--- config.mk ---
export PLATFORM = sky130hd
export DESIGN_NAME = bfba_field_unit
export DESIGN_NICKNAME = d
export VERILOG_FILES = /design/src/design/bfba_pkg.sv /design/src/design/bfba_field_unit.sv
export SDC_FILE = /design/constraint.sdc
export NUM_CORES = 1
export LEC_CHECK = 0
export BUFFER_PORTS_ARGS = -buffer_cell sky130_fd_sc_hd__buf_2
export CAP_MARGIN = 30
export CORE_MARGIN = 5
export CORE_UTILIZATION = 40
export DETAILED_ROUTE_END_ITERATION = 6
export GPL_ROUTABILITY_DRIVEN = 0
export GPL_TIMING_DRIVEN = 0
export PLACE_DENSITY_LB_ADDON = 0.12
export SLEW_MARGIN = 0
export SYNTH_ARGS = -nofsm -noshare
export SYNTH_HDL_FRONTEND = slang
export SYNTH_SLANG_ARGS = --single-unit
--- constraint.sdc ---
create_clock -name vclk -period 5.2
set_clock_uncertainty 0.05 [all_clocks]
set_input_delay 1.3 -clock vclk [all_inputs]
set_output_delay 1.3 -clock vclk [all_outputs]
set_load 0.02 [all_outputs]
--- src/design/bfba_pkg.sv ---
`default_nettype none
package bfba_pkg;

    localparam int unsigned CFG_INDEX_W = 2;
    localparam int unsigned CFG_DATA_W  = 13;

    localparam logic [CFG_INDEX_W-1:0] REG_DEFAULT_WIDTH = 2'd0;
    localparam logic [CFG_INDEX_W-1:0] REG_BUFFER_LENGTH = 2'd1;

    localparam logic [1:0] STATUS_OK        = 2'd0;
    localparam logic [1:0] STATUS_OFFSET    = 2'd1;
    localparam logic [1:0] STATUS_WIDTH     = 2'd2;
    localparam logic [1:0] STATUS_TOO_LARGE = 2'd3;

    localparam logic ACTION_READ  = 1'b0;
    localparam logic ACTION_WRITE = 1'b1;

    localparam logic [3:0] RESET_DEFAULT_WIDTH = 4'd8;
    localparam logic [3:0] MAX_WIDTH           = 4'd8;

    typedef struct packed {
        logic        action;
        logic [15:0] start_bit;
        logic [3:0]  field_width;
        logic [7:0]  write_value;
    } bfba_in_t;

    typedef struct packed {
        logic [7:0] read_value;
        logic [1:0] status;
    } bfba_out_t;

    typedef enum logic [2:0] {
        ST_CLEAR,
        ST_IDLE,
        ST_RD0,
        ST_RD1,
        ST_CALC,
        ST_WR0,
        ST_WR1,
        ST_DONE
    } bfba_state_t;

    // ones in the low w bits, w in 1..8
    function automatic logic [7:0] width_mask(input logic [3:0] w);
        logic [3:0] sh;
        sh = MAX_WIDTH - w;
        return 8'hff >> sh[2:0];
    endfunction

endpackage
`default_nettype wire

--- src/design/bfba_field_unit.sv ---
`default_nettype none
module bfba_field_unit (
    input  wire logic [15:0] window,
    input  wire logic [2:0]  pos,
    input  wire logic [3:0]  width,
    input  wire logic [7:0]  value,
    output logic      [7:0]  read_byte,
    output logic      [15:0] new_window
);
    import bfba_pkg::*;

    logic [4:0]  shift;
    logic [7:0]  mask8;
    logic [15:0] window_sh;
    logic [15:0] mask16;
    logic [15:0] value16;

    // field lsb sits at window bit 16 - pos - width
    always_comb begin
        shift      = 5'd16 - {2'b00, pos} - {1'b0, width};
        mask8      = width_mask(width);
        window_sh  = window >> shift;
        read_byte  = window_sh[7:0] & mask8;
        mask16     = {8'h00, mask8} << shift;
        value16    = {8'h00, value & mask8} << shift;
        new_window = (window & ~mask16) | value16;
    end

endmodule
`default_nettype wire

==> results of run 1 <==
[path summary, 6_finish.rpt]
| path | startpoint | end | slack [ns] | depth (start not counted) |
|---|---|---|---|---|
| setup / recovery | width[1] | read_byte[4] | 0.06 | 10 |
| hold / removal | window[0] | new_window[0] | 2.92 | 3 |
[cell type report]
class | instances | area (um^2) | share of cell area
inverters | 15 | 56.3 | 0.0255
multi-input cells | 230 | 1670 | 0.756
plain buffers | 21 | 128 | 0.0578
well taps | 52 | 65.1 | 0.0295
repair buffers | 57 | 290 | 0.132
[cells by family after synthesis]
family          share of synthesized area
compound gates                      0.398
xor+xnor                           0.0330
fa+ha+maj                          0.0815
buf+inv                            0.0963
mux                                 0.172
simple gates                        0.219
[placed cells by master (no fill, tap or decap), types with 6 or more instances in the layout]
master and count:
sky130_fd_sc_hd__buf_4 7, sky130_fd_sc_hd__nand2_1 25, sky130_fd_sc_hd__o22ai_1 8, sky130_fd_sc_hd__nor3_1 6
sky130_fd_sc_hd__nand2b_1 6, sky130_fd_sc_hd__a22oi_1 9, sky130_fd_sc_hd__a21oi_1 15, sky130_fd_sc_hd__inv_1 12
sky130_fd_sc_hd__ha_1 10, sky130_fd_sc_hd__mux2i_1 16, sky130_fd_sc_hd__buf_2 62, sky130_fd_sc_hd__o21ai_0 34
sky130_fd_sc_hd__mux2_2 7, sky130_fd_sc_hd__nor2_1 20
[routing by layer]
layer / vias up / wire length (um) / GRT usage
li1: 1121 / - / -
met1: 1128 / 3080 / 0.323
met2: 188 / 3320 / 0.383
met3: 27 / 817 / 0.0398
met4: 0 / 240 / 0.0542
met5: - / 0 / 0
[worst min-delay path: cells and delay by family]
kind     cells  cell delay (ns)
buf+inv      2             0.23
mux          1             0.13
[power by group through the flow]
stage | Clock (mW) | Sequential, mW | Combinational, mW
final | 0 | 0 | 0.520
after global routing | 0 | 0 | 0.553
after CTS | 0 | 0 | 0.495
after detailed placement | 0 | 0 | 0.481
after global placement | 0 | 0 | 0.484
after floorplan | 0 | 0 | 0.342
[stage by stage]
| step | total power [mW] | std cells | utilization |
|---|---|---|---|
| after floorplan | 0.342 | 266 | - |
| after global placement | 0.484 | 373 | 0.492 |
| after detailed placement | 0.481 | 373 | 0.492 |
| after CTS | 0.495 | 375 | 0.503 |
| after global routing | 0.553 | 375 | 0.510 |
| final | 0.520 | 375 | 0.510 |
[timing repair]
action,4_1_cts,5_1_grt
pin swaps,1,0
buffers inserted,2,0
resized for setup,8,9
endpoints found under the setup margin,17,16
==> implementation parameters, run 1 <==
Parameter                              Value

Power and ir drop
  Total net switching power    326 uW
  Leakage power    0.992 nW
  Clock Power Share    0
  Internal Power    194 uW
  Max IR drop VDD    0.0923 mV
  Part of the total power dissipated in sequential elements    0
  Pwr dens    235 nW/um^2
  Net switching share of the total power    0.627
  Part of the total power dissipated in combinational logic    1.000

Drt
  DRC marker count from the first detailed-route iteration    315
  Average via count per standard cell    6.57
  Total wire length after detailed routing    7.46 mm
  Detailed-route wire length per cell    19.9 um
  Count of TritonRoute iterations in the first routing pass    6
  Number of DRC violations after detailed routing    0
  Count of nets left with antenna violations after detail routing    0
  DR vias    2,464

Placement
  Detail Placement HPWL    5.80 mm
  Post-Place Worst Slack    -0.369 ns
  IO Port Bufs    55
  Post-Place Cell Area    2130 um^2

STA
  Final setup fails    0
  Tightest Pin Transition    0.590 ns
  Hold slack final    2.92 ns
  Final critical-path share of the clock period    0.989
  Total negative slack for setup checks    0 ns
  Headroom to the max-slew limit    0.602
  Final period demand of the worst path    5.14 ns
  Max-slew violations    0
  Unrepaired setup endpoints after global routing    no
  Worst Slack Setup Final    0.0581 ns
  Final number of hold-violating endpoints    0
  Maximum achievable frequency    0.194 GHz

Global routing
  Total overflow reported by the global router    0
  Largest net degree at the start of global routing    11
  Antenna violations before repair    0
  Via count of the first global-routing pass    2,236
  GRT Overall Usage    0.236
  Global-route wire length before repair    11.6 mm

Logic synthesis
  Number of different library cells in the post-synthesis netlist    59
  Most common cell in the netlist    sky130_fd_sc_hd__o21ai_0
  Fraction of the yosys area taken by sequential cells    0
  Yosys synthesis warning count    0
  Post-synth design cell area    1780 um^2
  Cell type with the highest aggregate area in the netlist    sky130_fd_sc_hd__o21ai_0
  Cell count after synthesis    266
  Synth top area cells    sky130_fd_sc_hd__o21ai_0 (9.6%), sky130_fd_sc_hd__mux2i_1 (9.0%), sky130_fd_sc_hd__ha_1 (7.0%)
  Area share of the leading cell type in the synthesized netlist    0.0956
  Mean instance size in the synthesized netlist    6.69 um^2
  Mapped Nets    308
  Most frequent cells after synthesis    sky130_fd_sc_hd__o21ai_0 (34), sky130_fd_sc_hd__nand2_1 (25), sky130_fd_sc_hd__nor2_1 (22)

Die
  Chip width    76.7 um
  Row count    24
  Number of ports placed on the die boundary    55
  Die span in y    76.7 um
  Core area    4320 um^2
  Initial cell density of the core    0.412
  Die area    5890 um^2

Worst setup path
  Crit path buffers/inverters    3
  Worst-path maximum fanout    5
  Critical-path top delay cell    sky130_fd_sc_hd__mux4_2
  Delay of the slowest cell on the worst path    0.60 ns
  Cell family with most CP delay    adder cells
  Worst EP arrival    3.79 ns
  Critical path type    in -> out
  Endpoint required time on the critical path    3.85 ns
  Crit path cell chain    buf_2, ha_1, inv_1, ha_1, fa_2, xor2_2, mux4_2, o22ai_1, and2_1, buf_2
  Capturing element type of the critical path    primary output
  Crit start category    input port

Layout
  Layout clock buffer count    0
  Finished layout cell area    2210 um^2
  Number of fill cells    483
  Syn-to-layout area delta    24.0%
  Fraction of final layout cells with drive strength greater than 1    0.325
  Final nets    367
  Antenna Cells    0
  FF+latch area    0 um^2
  FF+latch count    0

Outcome
  Status    completed

Min path
  Path category of the worst min-delay check    in -> out

Run
  Max cap viols    0

Clocking
  Hold buffers post-CTS    0
No activity file was read; power rests on OpenSTA's default activity.
==> run 2: changes to the inputs <==
--- a/config.mk
+++ b/config.mk
@@ -7,6 +7,7 @@
 export LEC_CHECK = 0
 export BUFFER_PORTS_ARGS = -buffer_cell sky130_fd_sc_hd__buf_2
 export CAP_MARGIN = 30
+export CORE_ASPECT_RATIO = 0.5
 export CORE_MARGIN = 5
 export CORE_UTILIZATION = 40
 export DETAILED_ROUTE_END_ITERATION = 6
==> run 2 against run 1 <==
Against the previous run: combinational power is 2% higher; utilization is 0.43 points higher; routed wire length is 4.4% higher; power is 2.4% higher; clock-buffer cell count stayed put; global-route usage is 0.52 points higher; critical path depth is 2 higher; via count is 2.2% higher; first-iteration DRC count is 46% higher; worst hold slack worse by 0.00057 ns.
==> implementation parameters, run 2 (synthesized netlist as in run 1, its figures left out) <==
Parameter                              Value

Worst setup path
  Capturing element type of the critical path    primary output
  Worst EP arrival    3.79 ns (about the same)
  Critical path type    in -> out
  Worst-path maximum fanout    10 (+5)
  Crit start category    input port
  Endpoint required time on the critical path    3.85 ns (about the same)

Power and ir drop
  Pwr dens    238 nW/um^2 (+1.2%)
  Max IR drop VDD    0.0767 mV (-17%)
  Post-route total power    532 uW (+2.4%)
  Leakage power    0.992 nW (about the same)

Die
  Die area    5970 um^2 (+1.4%)
  Initial cell density of the core    0.410 (-0.00142)
  Chip width    104 um (+36%)
  Die span in y    57.2 um (-25%)
  Row count    17 (-29%)
  Number of ports placed on the die boundary    55 (unchanged)
  Core area    4340 um^2 (+0.35%)

Placement
  Detail Placement HPWL    6.06 mm (+4.5%)
  Dpl cells    378 (+1.3%)
  IO Port Bufs    55 (unchanged)

Layout
  Highest-count cells in the layout ignoring fill and taps    sky130_fd_sc_hd__buf_2 (62), sky130_fd_sc_hd__o21ai_0 (33), sky130_fd_sc_hd__nand2_1 (25)
  Fraction of final layout cells with drive strength greater than 1    0.326 (+0.00101)
  Final nets    366 (-0.27%)
  Most frequent standard cell in the layout excluding fill and tap cells    sky130_fd_sc_hd__buf_2
  Final cell utilization of the core    0.515 (+0.00429)
  Syn-to-layout area delta    25.4%
  FF+latch count    0 (unchanged)
  Layout clock buffer count    0 (unchanged)
  FF+latch area    0 um^2 (unchanged)
  Non-filler cells in the finished layout    379 (+1.1%)
  Antenna Cells    0 (unchanged)

Global routing
  Antenna violations before repair    0 (unchanged)
  Total overflow reported by the global router    0 (unchanged)
  Via count of the first global-routing pass    2,245 (+0.40%)
  Largest net degree at the start of global routing    11 (unchanged)
  GRT Overall Usage    0.241 (+0.00520)
  Global-route wire length before repair    11.8 mm (+1.2%)

Min path
  Hold path depth    3 (unchanged)
  Path category of the worst min-delay check    in -> out

STA
  Final period demand of the worst path    5.14 ns (-0.000801 ns)
  Maximum achievable frequency    0.195 GHz (about the same)
  Final setup fails    0 (unchanged)
  Hold slack final    2.92 ns (-0.000570 ns)
  Max-slew violations    0 (unchanged)
  Tightest Pin Transition    0.512 ns (-0.0778 ns)
  Headroom to the max-slew limit    0.658 (+0.0560)
  Final critical-path share of the clock period    0.989 (about the same)
  Unrepaired setup endpoints after global routing    yes
  Total negative slack for setup checks    0 ns (unchanged)
  Final number of hold-violating endpoints    0 (unchanged)

Drt
  DRC marker count from the first detailed-route iteration    461 (+46%)
  DR vias    2,517 (+2.2%)
  Number of DRC violations after detailed routing    0 (unchanged)
  Count of nets left with antenna violations after detail routing    0 (unchanged)
  Detailed-route wire length per cell    20.5 um (+3.3%)
  Count of TritonRoute iterations in the first routing pass    5 (-1)
  Total wire length after detailed routing    7.78 mm (+4.4%)
  Average via count per standard cell    6.64 (+1.1%)

Outcome
  Status    completed

Clocking
  Setup Buffers After CTS    0 (-2)

Run
  Max cap viols    0 (unchanged)
-- run 2: final cells by class --
cell class                      instances  area, um^2
Fill cell                             477        2110
Multi-Input combinational cell        231        1700
Timing Repair Buffer                   55         275
Buffer                                 21         130
Tap cell                               57        71.3
Inverter                               15        56.3
-- run 2: path summary, 6_finish.rpt --
path / from / end / slack [ns]
max: width[1] / read_byte[6] / 0.06
min: window[0] / new_window[0] / 2.92
-- run 2: timing repair --
action                                  CTS  global route
pin swaps                                 0             1
endpoints found under the setup margin   16            16
hold buffers                              0             0
gates resized for setup                   8            15
endpoints found under the hold margin     0             0
gates cloned                              0             1
-- run 2: worst max-delay path, stage by stage --
cell	delay, ns
sky130_fd_sc_hd__buf_2	0.11
sky130_fd_sc_hd__ha_1	0.26
sky130_fd_sc_hd__inv_1	0.04
sky130_fd_sc_hd__ha_1	0.22
sky130_fd_sc_hd__fa_2	0.48
sky130_fd_sc_hd__xnor2_4	0.30
sky130_fd_sc_hd__buf_4	0.25
sky130_fd_sc_hd__a31oi_1	0.14
sky130_fd_sc_hd__nor2_1	0.16
sky130_fd_sc_hd__a21oi_1	0.07
sky130_fd_sc_hd__nor4_1	0.24
sky130_fd_sc_hd__buf_2	0.23
-- run 2: power by group --
group          leakage [nW]  internal (mW)  switching, mW
Combinational         0.992          0.195          0.338
Sequential                0              0              0
Clock                     0              0              0
Total                 0.992          0.195          0.338
-- run 2: layer usage --
metal  track usage  up-vias  wire (um)
met3        0.0576       24       1270
met1         0.356     1146       3200
met4        0.0221        0        163
met2         0.367      224       3150
met5             0        -          0
li1              -     1123          -
-- run 2: metrics by stage --
stage	cell area, um^2	setup slack, ns
2_1_floorplan	1790	-0.0728
3_3_place_gp	2130	-0.342
3_5_place_dp	2130	-0.356
4_1_cts	2170	0.00876
5_1_grt	2230	-0.0268
6_report	2230	0.0589
